--- src/hdl/rtue_pkg.sv ---
`timescale 1ns / 1ps

package rtue_pkg;

    localparam int MAX_NODES = 16;
    localparam int MAX_GATES = 8;
    localparam int NODE_W    = 4;
    localparam int GATE_W    = 3;
    localparam int COST_W    = 8;
    localparam int COUNT_W   = $clog2(MAX_NODES + 1);
    localparam int ADDR_W    = NODE_W + GATE_W;

    localparam int CFG_IDX_W  = 2;
    localparam int CFG_DATA_W = 4;

    localparam logic [CFG_IDX_W-1:0] REG_OWN_NODE   = 2'd0;
    localparam logic [CFG_IDX_W-1:0] REG_GATE_COUNT = 2'd1;

    localparam logic [3:0] GATE_COUNT_RESET = 4'd8;

    localparam logic CMD_DISCOVERY = 1'b0;
    localparam logic CMD_ADVERTISE = 1'b1;

    typedef struct packed {
        logic                command;
        logic [NODE_W-1:0]   node_id;
        logic [GATE_W-1:0]   arrival_gate;
        logic [COST_W-1:0]   advertised_cost;
        logic                last_entry;
    } t_item;

    typedef struct packed {
        logic [NODE_W-1:0]   dest_node;
        logic [COST_W-1:0]   route_cost;
        logic                final_entry;
    } t_result;

    // controller to datapath
    typedef struct packed {
        logic                take;
        logic [NODE_W-1:0]   node;
        logic [GATE_W-1:0]   gate;
        logic                sel_best;
        logic                scan_start;
        logic                scan_rd;
        logic                scan_apply;
        logic                clr_changed;
        logic                emit_load;
    } t_cmd;

    // datapath to controller
    typedef struct packed {
        logic                disc_emit;
        logic                known;
        logic                changed;
        logic                out_free;
    } t_stat;

endpackage

--- src/hdl/rtue_if.sv ---
`timescale 1ns / 1ps

interface rtue_item_if;
    logic                               valid;
    logic                               ready;
    logic                               command;
    logic [rtue_pkg::NODE_W-1:0]        node_id;
    logic [rtue_pkg::GATE_W-1:0]        arrival_gate;
    logic [rtue_pkg::COST_W-1:0]        advertised_cost;
    logic                               last_entry;

    modport source (output valid, command, node_id, arrival_gate, advertised_cost,
                    last_entry, input ready);
    modport sink   (input valid, command, node_id, arrival_gate, advertised_cost,
                    last_entry, output ready);
endinterface

interface rtue_result_if;
    logic                               valid;
    logic                               ready;
    logic [rtue_pkg::NODE_W-1:0]        dest_node;
    logic [rtue_pkg::COST_W-1:0]        route_cost;
    logic                               final_entry;

    modport source (output valid, dest_node, route_cost, final_entry, input ready);
    modport sink   (input valid, dest_node, route_cost, final_entry, output ready);
endinterface

interface rtue_cfg_if;
    logic                               valid;
    logic                               ready;
    logic [rtue_pkg::CFG_IDX_W-1:0]     index;
    logic [rtue_pkg::CFG_DATA_W-1:0]    data;

    modport source (output valid, index, data, input ready);
    modport sink   (input valid, index, data, output ready);
endinterface

--- src/hdl/route_table_update_engine_unit.sv ---
`timescale 1ns / 1ps
// A discovery or non-final advertisement entry is handled when it is taken, plus a table emission
// when the known node count after a discovery equals gate_count. A final entry runs a best gate
// pass over all nodes that reads the cost RAM for all 8 gates of each known node, then an
// emission if the table changed: one result per known node, held back by output stalls.
// A new item is taken only once the controller is idle again after the scan and emission.
// Reset: sync active low; clears node flags, masks, best gates; own_node 0, gate_count 8.

module route_table_update_engine_unit (
    input  logic              i_clk,
    input  logic              i_rst_n,
    rtue_item_if.sink         i_item,
    rtue_result_if.source     o_result,
    rtue_cfg_if.sink          i_cfg
);

    rtue_pkg::t_cmd    w_cmd;
    rtue_pkg::t_stat   w_stat;
    rtue_pkg::t_item   w_item;
    rtue_pkg::t_result w_out;
    logic              w_acc;
    logic              w_out_valid;
    logic              w_cfg_we;

    // Pack the incoming transaction for the controller and datapath.
    assign w_item.command         = i_item.command;
    assign w_item.node_id         = i_item.node_id;
    assign w_item.arrival_gate    = i_item.arrival_gate;
    assign w_item.advertised_cost = i_item.advertised_cost;
    assign w_item.last_entry      = i_item.last_entry;

    // Accept items only while the controller is idle; the output register
    // still may hold a result waiting for the sink.
    assign i_item.ready = w_cmd.take;
    assign w_acc        = i_item.valid && w_cmd.take;

    // Configuration writes are always taken.
    assign i_cfg.ready = 1'b1;
    assign w_cfg_we    = i_cfg.valid;

    rtue_ctrl u_ctrl (
        .i_clk   (i_clk),
        .i_rst_n (i_rst_n),
        .i_acc   (w_acc),
        .i_item  (w_item),
        .i_stat  (w_stat),
        .o_cmd   (w_cmd)
    );

    rtue_dp u_dp (
        .i_clk       (i_clk),
        .i_rst_n     (i_rst_n),
        .i_cmd       (w_cmd),
        .o_stat      (w_stat),
        .i_acc       (w_acc),
        .i_item      (w_item),
        .i_cfg_we    (w_cfg_we),
        .i_cfg_index (i_cfg.index),
        .i_cfg_data  (i_cfg.data),
        .i_out_ready (o_result.ready),
        .o_out_valid (w_out_valid),
        .o_out       (w_out)
    );

    // Drive the result transaction straight from the output register.
    assign o_result.valid       = w_out_valid;
    assign o_result.dest_node   = w_out.dest_node;
    assign o_result.route_cost  = w_out.route_cost;
    assign o_result.final_entry = w_out.final_entry;

    // The controller comes out of reset idle and ready for a transaction.
    a_ready_after_reset: assert property (@(posedge i_clk)
        $past(!i_rst_n) |-> i_item.ready)
        else $error("item ready low right after reset");

    // Never take an item while the best gate scan owns the cost RAM.
    a_no_take_in_scan: assert property (@(posedge i_clk) disable iff (!i_rst_n)
        w_cmd.scan_rd |-> !i_item.ready)
        else $error("item ready during best gate scan");

    // Never overwrite a result that the sink has not taken.
    a_no_overwrite: assert property (@(posedge i_clk) disable iff (!i_rst_n)
        w_cmd.emit_load |-> (!o_result.valid || o_result.ready))
        else $error("result register overwritten");

    // A loaded result shows up as valid in the next cycle.
    a_load_shows: assert property (@(posedge i_clk) disable iff (!i_rst_n)
        w_cmd.emit_load |=> o_result.valid)
        else $error("loaded result not presented");

endmodule

--- src/hdl/rtue_ram.sv ---
`timescale 1ns / 1ps

module rtue_ram #(
    parameter int WIDTH = 8,
    parameter int DEPTH = 128
) (
    input  logic                     i_clk,
    input  logic                     i_we,
    input  logic [$clog2(DEPTH)-1:0] i_waddr,
    input  logic [WIDTH-1:0]         i_wdata,
    input  logic [$clog2(DEPTH)-1:0] i_raddr,
    output logic [WIDTH-1:0]         o_rdata
);

    logic [WIDTH-1:0] r_mem [DEPTH];
    logic [WIDTH-1:0] r_rdata;

    always_ff @(posedge i_clk) begin
        if (i_we) begin
            r_mem[i_waddr] <= i_wdata;
        end
        r_rdata <= r_mem[i_raddr];
    end

    assign o_rdata = r_rdata;

endmodule

--- src/hdl/rtue_ctrl.sv ---
`timescale 1ns / 1ps

module rtue_ctrl (
    input  logic             i_clk,
    input  logic             i_rst_n,
    input  logic             i_acc,
    input  rtue_pkg::t_item  i_item,
    input  rtue_pkg::t_stat  i_stat,
    output rtue_pkg::t_cmd   o_cmd
);

    localparam logic [2:0] S_IDLE     = 3'd0;
    localparam logic [2:0] S_RC_NODE  = 3'd1;
    localparam logic [2:0] S_RC_SCAN  = 3'd2;
    localparam logic [2:0] S_RC_DRAIN = 3'd3;
    localparam logic [2:0] S_RC_FIN   = 3'd4;
    localparam logic [2:0] S_EM_RD    = 3'd5;
    localparam logic [2:0] S_EM_LD    = 3'd6;

    localparam logic [rtue_pkg::NODE_W-1:0] LAST_NODE =
        rtue_pkg::NODE_W'(rtue_pkg::MAX_NODES - 1);
    localparam logic [rtue_pkg::GATE_W-1:0] LAST_GATE =
        rtue_pkg::GATE_W'(rtue_pkg::MAX_GATES - 1);

    logic [2:0]                    r_state, n_state;
    logic [rtue_pkg::NODE_W-1:0]   r_node, n_node;
    logic [rtue_pkg::GATE_W-1:0]   r_gate, n_gate;
    logic                          w_last_node;

    assign w_last_node = (r_node == LAST_NODE);

    always_comb begin
        n_state = r_state;
        n_node  = r_node;
        n_gate  = r_gate;
        o_cmd             = '0;
        o_cmd.node        = r_node;
        o_cmd.gate        = r_gate;
        o_cmd.take        = (r_state == S_IDLE);
        unique case (r_state)
            S_IDLE: begin
                n_node = '0;
                if (i_acc) begin
                    if (i_item.command == rtue_pkg::CMD_DISCOVERY) begin
                        if (i_stat.disc_emit) begin
                            n_state = S_EM_RD;
                        end
                    end else if (i_item.last_entry) begin
                        n_state = S_RC_NODE;
                    end
                end
            end
            S_RC_NODE: begin
                o_cmd.scan_start = 1'b1;
                n_gate = '0;
                if (i_stat.known) begin
                    n_state = S_RC_SCAN;
                end else if (w_last_node) begin
                    o_cmd.clr_changed = 1'b1;
                    n_node  = '0;
                    n_state = i_stat.changed ? S_EM_RD : S_IDLE;
                end else begin
                    n_node = r_node + 1'b1;
                end
            end
            S_RC_SCAN: begin
                o_cmd.scan_rd = 1'b1;
                n_gate = r_gate + 1'b1;
                if (r_gate == LAST_GATE) begin
                    n_state = S_RC_DRAIN;
                end
            end
            S_RC_DRAIN: begin
                n_state = S_RC_FIN;
            end
            S_RC_FIN: begin
                o_cmd.scan_apply = 1'b1;
                if (w_last_node) begin
                    o_cmd.clr_changed = 1'b1;
                    n_node  = '0;
                    n_state = i_stat.changed ? S_EM_RD : S_IDLE;
                end else begin
                    n_node  = r_node + 1'b1;
                    n_state = S_RC_NODE;
                end
            end
            S_EM_RD: begin
                o_cmd.sel_best = 1'b1;
                if (i_stat.known) begin
                    n_state = S_EM_LD;
                end else if (w_last_node) begin
                    n_state = S_IDLE;
                end else begin
                    n_node = r_node + 1'b1;
                end
            end
            S_EM_LD: begin
                o_cmd.sel_best = 1'b1;
                if (i_stat.out_free) begin
                    o_cmd.emit_load = 1'b1;
                    if (w_last_node) begin
                        n_state = S_IDLE;
                    end else begin
                        n_node  = r_node + 1'b1;
                        n_state = S_EM_RD;
                    end
                end
            end
            default: begin
                n_state = S_IDLE;
            end
        endcase
    end

    always_ff @(posedge i_clk) begin
        if (!i_rst_n) begin
            r_state <= S_IDLE;
            r_node  <= '0;
            r_gate  <= '0;
        end else begin
            r_state <= n_state;
            r_node  <= n_node;
            r_gate  <= n_gate;
        end
    end

endmodule

--- src/hdl/rtue_dp.sv ---
`timescale 1ns / 1ps

module rtue_dp (
    input  logic                              i_clk,
    input  logic                              i_rst_n,
    input  rtue_pkg::t_cmd                    i_cmd,
    output rtue_pkg::t_stat                   o_stat,
    input  logic                              i_acc,
    input  rtue_pkg::t_item                   i_item,
    input  logic                              i_cfg_we,
    input  logic [rtue_pkg::CFG_IDX_W-1:0]    i_cfg_index,
    input  logic [rtue_pkg::CFG_DATA_W-1:0]   i_cfg_data,
    input  logic                              i_out_ready,
    output logic                              o_out_valid,
    output rtue_pkg::t_result                 o_out
);

    localparam int NODES = rtue_pkg::MAX_NODES;
    localparam int GATES = rtue_pkg::MAX_GATES;

    // configuration
    logic [rtue_pkg::NODE_W-1:0]   r_own_node;
    logic [3:0]                    r_gate_count;

    // table state
    logic [NODES-1:0]              r_known;
    logic [GATES-1:0]              r_mask [NODES];
    logic [rtue_pkg::GATE_W-1:0]   r_best [NODES];
    logic [rtue_pkg::COUNT_W-1:0]  r_count;
    logic                          r_changed;

    // best gate search
    logic                          r_pend;
    logic [rtue_pkg::GATE_W-1:0]   r_pend_gate;
    logic                          r_min_vld;
    logic [rtue_pkg::COST_W-1:0]   r_min;
    logic [rtue_pkg::GATE_W-1:0]   r_arg;
    logic [rtue_pkg::COST_W-1:0]   r_best_cost;

    // output register
    logic                          r_out_valid;
    rtue_pkg::t_result             r_out;

    logic                          w_fits;
    logic                          w_new_node;
    logic                          w_disc;
    logic                          w_adv_store;
    logic [rtue_pkg::COST_W:0]     w_cost_sum;
    logic [rtue_pkg::COST_W-1:0]   w_cost_sat;
    logic                          w_ram_we;
    logic [rtue_pkg::COST_W-1:0]   w_ram_wdata;
    logic [rtue_pkg::ADDR_W-1:0]   w_waddr;
    logic [rtue_pkg::ADDR_W-1:0]   w_raddr;
    logic [rtue_pkg::COST_W-1:0]   w_rdata;
    logic [rtue_pkg::GATE_W-1:0]   w_cur_best;
    logic [rtue_pkg::COUNT_W-1:0]  w_count_next;
    logic                          w_sample;
    logic [rtue_pkg::GATE_W-1:0]   w_pick;
    logic                          w_best_moves;
    logic [NODES-1:0]              w_above;

    assign w_fits      = ({1'b0, i_item.node_id} < (rtue_pkg::NODE_W+1)'(NODES)) &&
                         ({1'b0, i_item.arrival_gate} < (rtue_pkg::GATE_W+1)'(GATES));
    assign w_new_node  = !r_known[i_item.node_id];
    assign w_disc      = i_acc && (i_item.command == rtue_pkg::CMD_DISCOVERY) &&
                         w_fits && w_new_node;
    assign w_adv_store = i_acc && (i_item.command == rtue_pkg::CMD_ADVERTISE) &&
                         w_fits && (i_item.node_id != r_own_node);

    assign w_cost_sum  = {1'b0, i_item.advertised_cost} + 1'b1;
    assign w_cost_sat  = w_cost_sum[rtue_pkg::COST_W] ? '1 : w_cost_sum[rtue_pkg::COST_W-1:0];

    assign w_ram_we    = w_disc || w_adv_store;
    assign w_ram_wdata = w_disc ? '0 : w_cost_sat;
    assign w_waddr     = {i_item.node_id, i_item.arrival_gate};
    assign w_cur_best  = r_best[i_cmd.node];
    assign w_raddr     = {i_cmd.node, i_cmd.sel_best ? w_cur_best : i_cmd.gate};

    rtue_ram #(
        .WIDTH (rtue_pkg::COST_W),
        .DEPTH (NODES * GATES)
    ) u_cost_ram (
        .i_clk   (i_clk),
        .i_we    (w_ram_we),
        .i_waddr (w_waddr),
        .i_wdata (w_ram_wdata),
        .i_raddr (w_raddr),
        .o_rdata (w_rdata)
    );

    assign w_count_next = r_count + rtue_pkg::COUNT_W'(w_disc);

    // gate cost sample of the read issued in the previous cycle
    assign w_sample     = r_pend && r_mask[i_cmd.node][r_pend_gate];
    assign w_pick       = (r_best_cost == r_min) ? w_cur_best : r_arg;
    assign w_best_moves = i_cmd.scan_apply && (w_pick != w_cur_best);

    assign w_above      = (r_known >> i_cmd.node) >> 1;

    assign o_stat.disc_emit = (w_count_next == rtue_pkg::COUNT_W'(r_gate_count));
    assign o_stat.known     = r_known[i_cmd.node];
    assign o_stat.changed   = r_changed || w_best_moves;
    assign o_stat.out_free  = !r_out_valid || i_out_ready;

    always_ff @(posedge i_clk) begin
        if (!i_rst_n) begin
            r_own_node   <= '0;
            r_gate_count <= rtue_pkg::GATE_COUNT_RESET;
        end else if (i_cfg_we) begin
            unique case (i_cfg_index)
                rtue_pkg::REG_OWN_NODE:   r_own_node   <= i_cfg_data;
                rtue_pkg::REG_GATE_COUNT: r_gate_count <= i_cfg_data;
                default: ;
            endcase
        end
    end

    always_ff @(posedge i_clk) begin
        if (!i_rst_n) begin
            r_known   <= '0;
            r_count   <= '0;
            r_changed <= 1'b0;
            for (int v = 0; v < NODES; v++) begin
                r_mask[v] <= '0;
                r_best[v] <= '0;
            end
        end else begin
            r_count <= w_count_next + rtue_pkg::COUNT_W'(w_adv_store && w_new_node);
            if (w_disc) begin
                r_known[i_item.node_id] <= 1'b1;
                r_mask[i_item.node_id]  <= GATES'(1) << i_item.arrival_gate;
                r_best[i_item.node_id]  <= i_item.arrival_gate;
            end
            if (w_adv_store) begin
                r_mask[i_item.node_id] <= r_mask[i_item.node_id] |
                                          (GATES'(1) << i_item.arrival_gate);
                if (w_new_node) begin
                    r_known[i_item.node_id] <= 1'b1;
                    r_best[i_item.node_id]  <= i_item.arrival_gate;
                end
            end
            if (w_best_moves) begin
                r_best[i_cmd.node] <= w_pick;
            end
            if (i_cmd.clr_changed) begin
                r_changed <= 1'b0;
            end else if (w_best_moves || (w_adv_store && w_new_node)) begin
                r_changed <= 1'b1;
            end
        end
    end

    always_ff @(posedge i_clk) begin
        if (!i_rst_n) begin
            r_pend    <= 1'b0;
            r_min_vld <= 1'b0;
        end else begin
            r_pend <= i_cmd.scan_rd;
            if (i_cmd.scan_start) begin
                r_min_vld <= 1'b0;
            end else if (w_sample) begin
                r_min_vld <= 1'b1;
            end
        end
    end

    always_ff @(posedge i_clk) begin
        r_pend_gate <= i_cmd.gate;
        if (w_sample) begin
            if (!r_min_vld || (w_rdata < r_min)) begin
                r_min <= w_rdata;
                r_arg <= r_pend_gate;
            end
            if (r_pend_gate == w_cur_best) begin
                r_best_cost <= w_rdata;
            end
        end
    end

    always_ff @(posedge i_clk) begin
        if (!i_rst_n) begin
            r_out_valid <= 1'b0;
        end else if (i_cmd.emit_load) begin
            r_out_valid <= 1'b1;
        end else if (i_out_ready) begin
            r_out_valid <= 1'b0;
        end
    end

    always_ff @(posedge i_clk) begin
        if (i_cmd.emit_load) begin
            r_out.dest_node   <= i_cmd.node;
            r_out.route_cost  <= w_rdata;
            r_out.final_entry <= ~|w_above;
        end
    end

    assign o_out_valid = r_out_valid;
    assign o_out       = r_out;

endmodule
--- src/flat_wrapper.sv ---
// flat-port wrapper written by rule: the top's interface ports become plain ports
module route_table_update_engine_unit_flat 
  (i_clk, i_rst_n, i_item_valid, i_item_command, i_item_node_id, i_item_arrival_gate, i_item_advertised_cost, i_item_last_entry, i_item_ready, o_result_valid, o_result_dest_node, o_result_route_cost, o_result_final_entry, o_result_ready, i_cfg_valid, i_cfg_index, i_cfg_data, i_cfg_ready);
  rtue_item_if i_item_i ();
  rtue_result_if o_result_i ();
  rtue_cfg_if i_cfg_i ();
  input  logic i_clk;
  input  logic i_rst_n;
  input wire logic [$bits(i_item_i.valid)-1:0] i_item_valid;
  input wire logic [$bits(i_item_i.command)-1:0] i_item_command;
  input wire logic [$bits(i_item_i.node_id)-1:0] i_item_node_id;
  input wire logic [$bits(i_item_i.arrival_gate)-1:0] i_item_arrival_gate;
  input wire logic [$bits(i_item_i.advertised_cost)-1:0] i_item_advertised_cost;
  input wire logic [$bits(i_item_i.last_entry)-1:0] i_item_last_entry;
  output wire logic [$bits(i_item_i.ready)-1:0] i_item_ready;
  output wire logic [$bits(o_result_i.valid)-1:0] o_result_valid;
  output wire logic [$bits(o_result_i.dest_node)-1:0] o_result_dest_node;
  output wire logic [$bits(o_result_i.route_cost)-1:0] o_result_route_cost;
  output wire logic [$bits(o_result_i.final_entry)-1:0] o_result_final_entry;
  input wire logic [$bits(o_result_i.ready)-1:0] o_result_ready;
  input wire logic [$bits(i_cfg_i.valid)-1:0] i_cfg_valid;
  input wire logic [$bits(i_cfg_i.index)-1:0] i_cfg_index;
  input wire logic [$bits(i_cfg_i.data)-1:0] i_cfg_data;
  output wire logic [$bits(i_cfg_i.ready)-1:0] i_cfg_ready;
  assign i_item_i.valid = i_item_valid;
  assign i_item_i.command = i_item_command;
  assign i_item_i.node_id = i_item_node_id;
  assign i_item_i.arrival_gate = i_item_arrival_gate;
  assign i_item_i.advertised_cost = i_item_advertised_cost;
  assign i_item_i.last_entry = i_item_last_entry;
  assign i_item_ready = i_item_i.ready;
  assign o_result_valid = o_result_i.valid;
  assign o_result_dest_node = o_result_i.dest_node;
  assign o_result_route_cost = o_result_i.route_cost;
  assign o_result_final_entry = o_result_i.final_entry;
  assign o_result_i.ready = o_result_ready;
  assign i_cfg_i.valid = i_cfg_valid;
  assign i_cfg_i.index = i_cfg_index;
  assign i_cfg_i.data = i_cfg_data;
  assign i_cfg_ready = i_cfg_i.ready;
  route_table_update_engine_unit u_core (.i_clk(i_clk), .i_rst_n(i_rst_n), .i_item(i_item_i), .o_result(o_result_i), .i_cfg(i_cfg_i));
endmodule
--- config.mk ---
export PLATFORM = sky130hd
export DESIGN_NAME = route_table_update_engine_unit_flat
export DESIGN_NICKNAME = d
export VERILOG_FILES = /design/src/hdl/rtue_pkg.sv /design/src/hdl/rtue_if.sv /design/src/hdl/route_table_update_engine_unit.sv /design/src/hdl/rtue_ram.sv /design/src/hdl/rtue_ctrl.sv /design/src/hdl/rtue_dp.sv /design/src/flat_wrapper.sv
export SDC_FILE = /design/constraint.sdc
export NUM_CORES = 2
export LEC_CHECK = 0
export BUFFER_PORTS_ARGS = -buffer_cell sky130_fd_sc_hd__buf_2
export CORE_MARGIN = 2
export CORE_UTILIZATION = 45
export CTS_CLUSTER_SIZE = 16
export DETAILED_ROUTE_END_ITERATION = 16
export HOLD_SLACK_MARGIN = 0.02
export PLACE_DENSITY_LB_ADDON = 0.08
export SETUP_SLACK_MARGIN = 0.05
export SYNTH_ARGS = -nofsm -noshare
export SYNTH_HDL_FRONTEND = slang
export SYNTH_SLANG_ARGS = --single-unit
--- constraint.sdc ---
create_clock -name i_clk -period 12.9 [get_ports i_clk]
set_input_delay 2.58 -clock i_clk [delete_from_list [all_inputs] [get_ports i_clk]]
set_output_delay 2.58 -clock i_clk [all_outputs]
set_load 0.05 [all_outputs]
==> metrics.md <==
| Metric | Value |
|---|---|
| Final setup fails | 0 |
| Largest net degree at the start of global routing | ~160 |
| First-pass GRT wire length | ~230 mm |
| DRC | 0 |
| RSZ-0062 raised after global routing | no |
| Setup TNS | 0 ps |
| Share of cells above drive strength 1 | 12.7% |
| Number of clock sinks | 1290 |
| Clock Tree Root | clkbuf_16 |
| Syn Nets | roughly 3900 |
| Syn Area/Cell | around 14 um2 |
| CP endpoint kind | flop |
| Max-Cap Viols | 0 |
| CP Class | flop to flop |
| Critical Path Sink | u_core.u_dp.u_cost_ram.o_rdata[3] |
| Rel. slew slack | 16.1% |
| Worst path cell trace | buf_4 > nor2b_1 > a221oi_1 > nand3_4 > nand2_8 > buf_4 > buf_4 > mux2i_1 > a32oi_1 > a21oi_1 > a2111oi_0 > buf_4 > and4b_1 |
| Final Total Pwr | about 0.0098 W |
| Startpoint Class | flop |
| Fmax achieved | 0.141 GHz |
| Worst Path Arrival | 7700 ps |
| Outcome | complete, no violations |
| GRT overflow | 0 |
| Overall routing resource usage | 25.8% |
| Post-synth EDFFs | between 1000 and 1500 |
| Post-Syn Instances | 3819 |
| Leakage | 19.4 nW |
| Post-CTS Setup Repair Bufs | 0 |
| Tcrit/Tclk final | 54.9% |
| Commonest non-fill, non-tap cell in the layout | edfxtp_1 |
| H-tree Lvls | 4 |
| Die ar. | 123000 um2 |
| Routed vias | 33813 |
| GP Congestion | 0.887 |
| Clock Pin Slew Worst Setup and Hold Paths | roughly 60 ps |
| CP required | between 10000 and 15000 ps |
| Footprint of the multi-input gates | 15000 um2 |
| Reg2reg end | u_core.u_dp.u_cost_ram.o_rdata[3] |
| Starting Density | 45.3% |
| Post-DP HPWL | around 100 mm |
| Synthesis-to-layout area growth | 11.8% |
| Worst slack, placed | 5120 ps |
| # hold bufs at CTS | 0 |
| Layout fillers | about 10000 |
| Async SR Flop Fraction | 0% |
| Peak supply drop | 0.000137 V |
| Sequential cell area fraction in the yosys report | 70.4% |
| Number of synthesized register bits | 1290 |
| WL final | 160 mm |
| Clk buf depth | 3 |
| Design area | between 60000 and 70000 um2 |
| Placed cell areas | 56100 um2 |
| Worst Reg-to-Reg Cells | 13 |
| I/O pin count | 44 |
| Post-CTS resize count | 0 |
| CTS tree | built |
| Largest area contributor in the netlist | edfxtp_1 |
| Hold Path Class | flop to flop |
| Post-synthesis cell area | 54200 um2 |
| Min-delay src | u_core.u_ctrl.r_gate[1] |
| Drt wl/cell | 28.8 um |
| Top FF cell, synth | edfxtp_1 |
| CTS buffer count | 140 |
| Setup WS post-layout | 5820 ps |
| Ys Warns | 0 |
| Hold Slack | 406 ps |
| Post-synth cell types | 82 |
| Pwr dens | 162 nW/um2 |
| Synth area leaders | edfxtp_1 68%, mux4_2 5.0%, nand2_1 3.3% |
| Synth top area share | approximately two thirds |
| Die extent in x | 351 um |
| Worst R2R Setup Slack | 5820 ps |
| Number of global-route vias before repair | 33198 |
| Pre-antenna DRT Iters | 6 |
| Most used cell, CP | buf_4 |
| Final Critical Period | ~7000 ps |
| Core area | 120000 um2 |
| Fin. Hold Viols | 0 |
| Final Slew Violations | 0 |
| Port bufs | 42 |
| Most frequent cells in the layout | 1232 x edfxtp_1, 471 x nand2_1, 383 x nor2_1 |
| ANT nets after route | 0 |
| Vias per cell | 6.10 |
| Reg area | 38200 um2 |
| Critical path peak fanout | approximately 110 |
| Setup Skew | 32.6 ps |
| Crit path largest cell delay | between 900 and 1000 ps |
| Die height | 351 um |
| Slew @ Worst Pin | 1250 ps |
| CP max-delay cell | nand2_8 |
| Row count | 127 |
| Initial DRC Count | 4209 |
| Layout net count | approximately 3900 |
| Initial antenna violation count | 4 |
| Worst-skew pair later-pin latency | 750 ps |
==> worst min-delay path by stage <==
stage | endpoint | slack [ps] | cells past startpoint
5_1_grt | u_core.u_dp.r_pend_gate[1] | 420 | 0
6_report | u_core.u_dp.r_pend_gate[1] | 410 | 0
4_1_cts | u_core.u_dp.r_pend_gate[1] | 400 | 0
3_5_place_dp | u_core.u_dp.r_pend_gate[1] | 390 | 0
3_3_place_gp | u_core.u_dp.r_pend_gate[1] | 390 | 0
2_1_floorplan | u_core.u_dp.r_pend_gate[1] | 370 | 0
==> registers in the layout, summed over array words and instances (netlist names), 4 cells and up, named ones only <==
register	count
u_core.u_dp.u_cost_ram.r_mem	1024
u_core.u_dp.r_mask	128
u_core.u_dp.r_best	48
u_core.u_dp.r_known	16
u_core.u_dp.o_out	13
u_core.u_dp.r_best_cost	8
u_core.u_dp.r_min	8
u_core.u_dp.u_cost_ram.o_rdata	8
u_core.u_dp.r_count	5
u_core.u_ctrl.r_node	4
u_core.u_dp.r_gate_count	4
u_core.u_dp.r_own_node	4
==> metrics by stage <==
stage	instances	utilization, %
6_report	5540	50.6
5_1_grt	5538	50.6
4_1_cts	5538	50.6
3_5_place_dp	5283	46.8
3_3_place_gp	5283	46.8
2_1_floorplan	3819	-
==> synth_stat cells (18+ instances only) <==
library cell,number
xnor2_1,22
a41oi_1,25
inv_1,20
a31oi_1,50
a22oi_1,18
nor2_1,386
nand4_1,35
edfxtp_1,1232
and3_1,77
a211oi_1,51
nand2b_1,18
dfxtp_1,58
mux4_2,120
nand3_1,262
a21oi_1,77
a32oi_1,96
buf_2,56
clkbuf_1,173
mux2i_1,157
o21ai_0,127
nand2_1,474
==> cells by family after synthesis <==
group,Yosys count,synth area share (%)
simple gates,1339,11.0
flops,1290,70.4
compound gates,564,7.30
buf+inv,290,2.31
mux,289,8.14
xor+xnor,30,0.485
fa+ha+maj,16,0.369
other cells,1,0.00692
==> metal layers <==
layer | vias to the layer above | GRT usage, % | share of wire (%)
li1 | 14705 | - | -
met1 | 17347 | 35.3 | 42
met2 | 1512 | 42.8 | 48
met3 | 249 | 3.76 | 6.8
met4 | 0 | 8.28 | 3.0
met5 | - | 0 | 0
==> final cells by class <==
type                            count  share of cell area [%]
Antenna cell                        2                 0.00826
Clock buffer                      177                    6.24
Clock inverter                     78                    1.21
Inverter                           23                   0.143
Multi-Input combinational cell   2239                    24.7
Sequential cell                  1290                    63.0
Tap cell                         1612                    3.33
Timing Repair Buffer              119                    1.34
==> critical path: cells and delay by family, from the launching register on <==
kind                   cells  cell delay, ps
AOI/OAI and AO/OA          4            1790
buffers and inverters      4            2410
DFF                        1             310
muxes                      1             170
and+or+nand+nor            4            2110
==> power breakdown <==
part / leakage [nW] / internal, W / switching, W
Combinational: 5.36 / 0.000286 / 0.000776
Clock: 2.20 / 0.00232 / 0.00162
Sequential: 11.8 / 0.00477 / 0.0000524
Power figures use the tool's default switching activity.
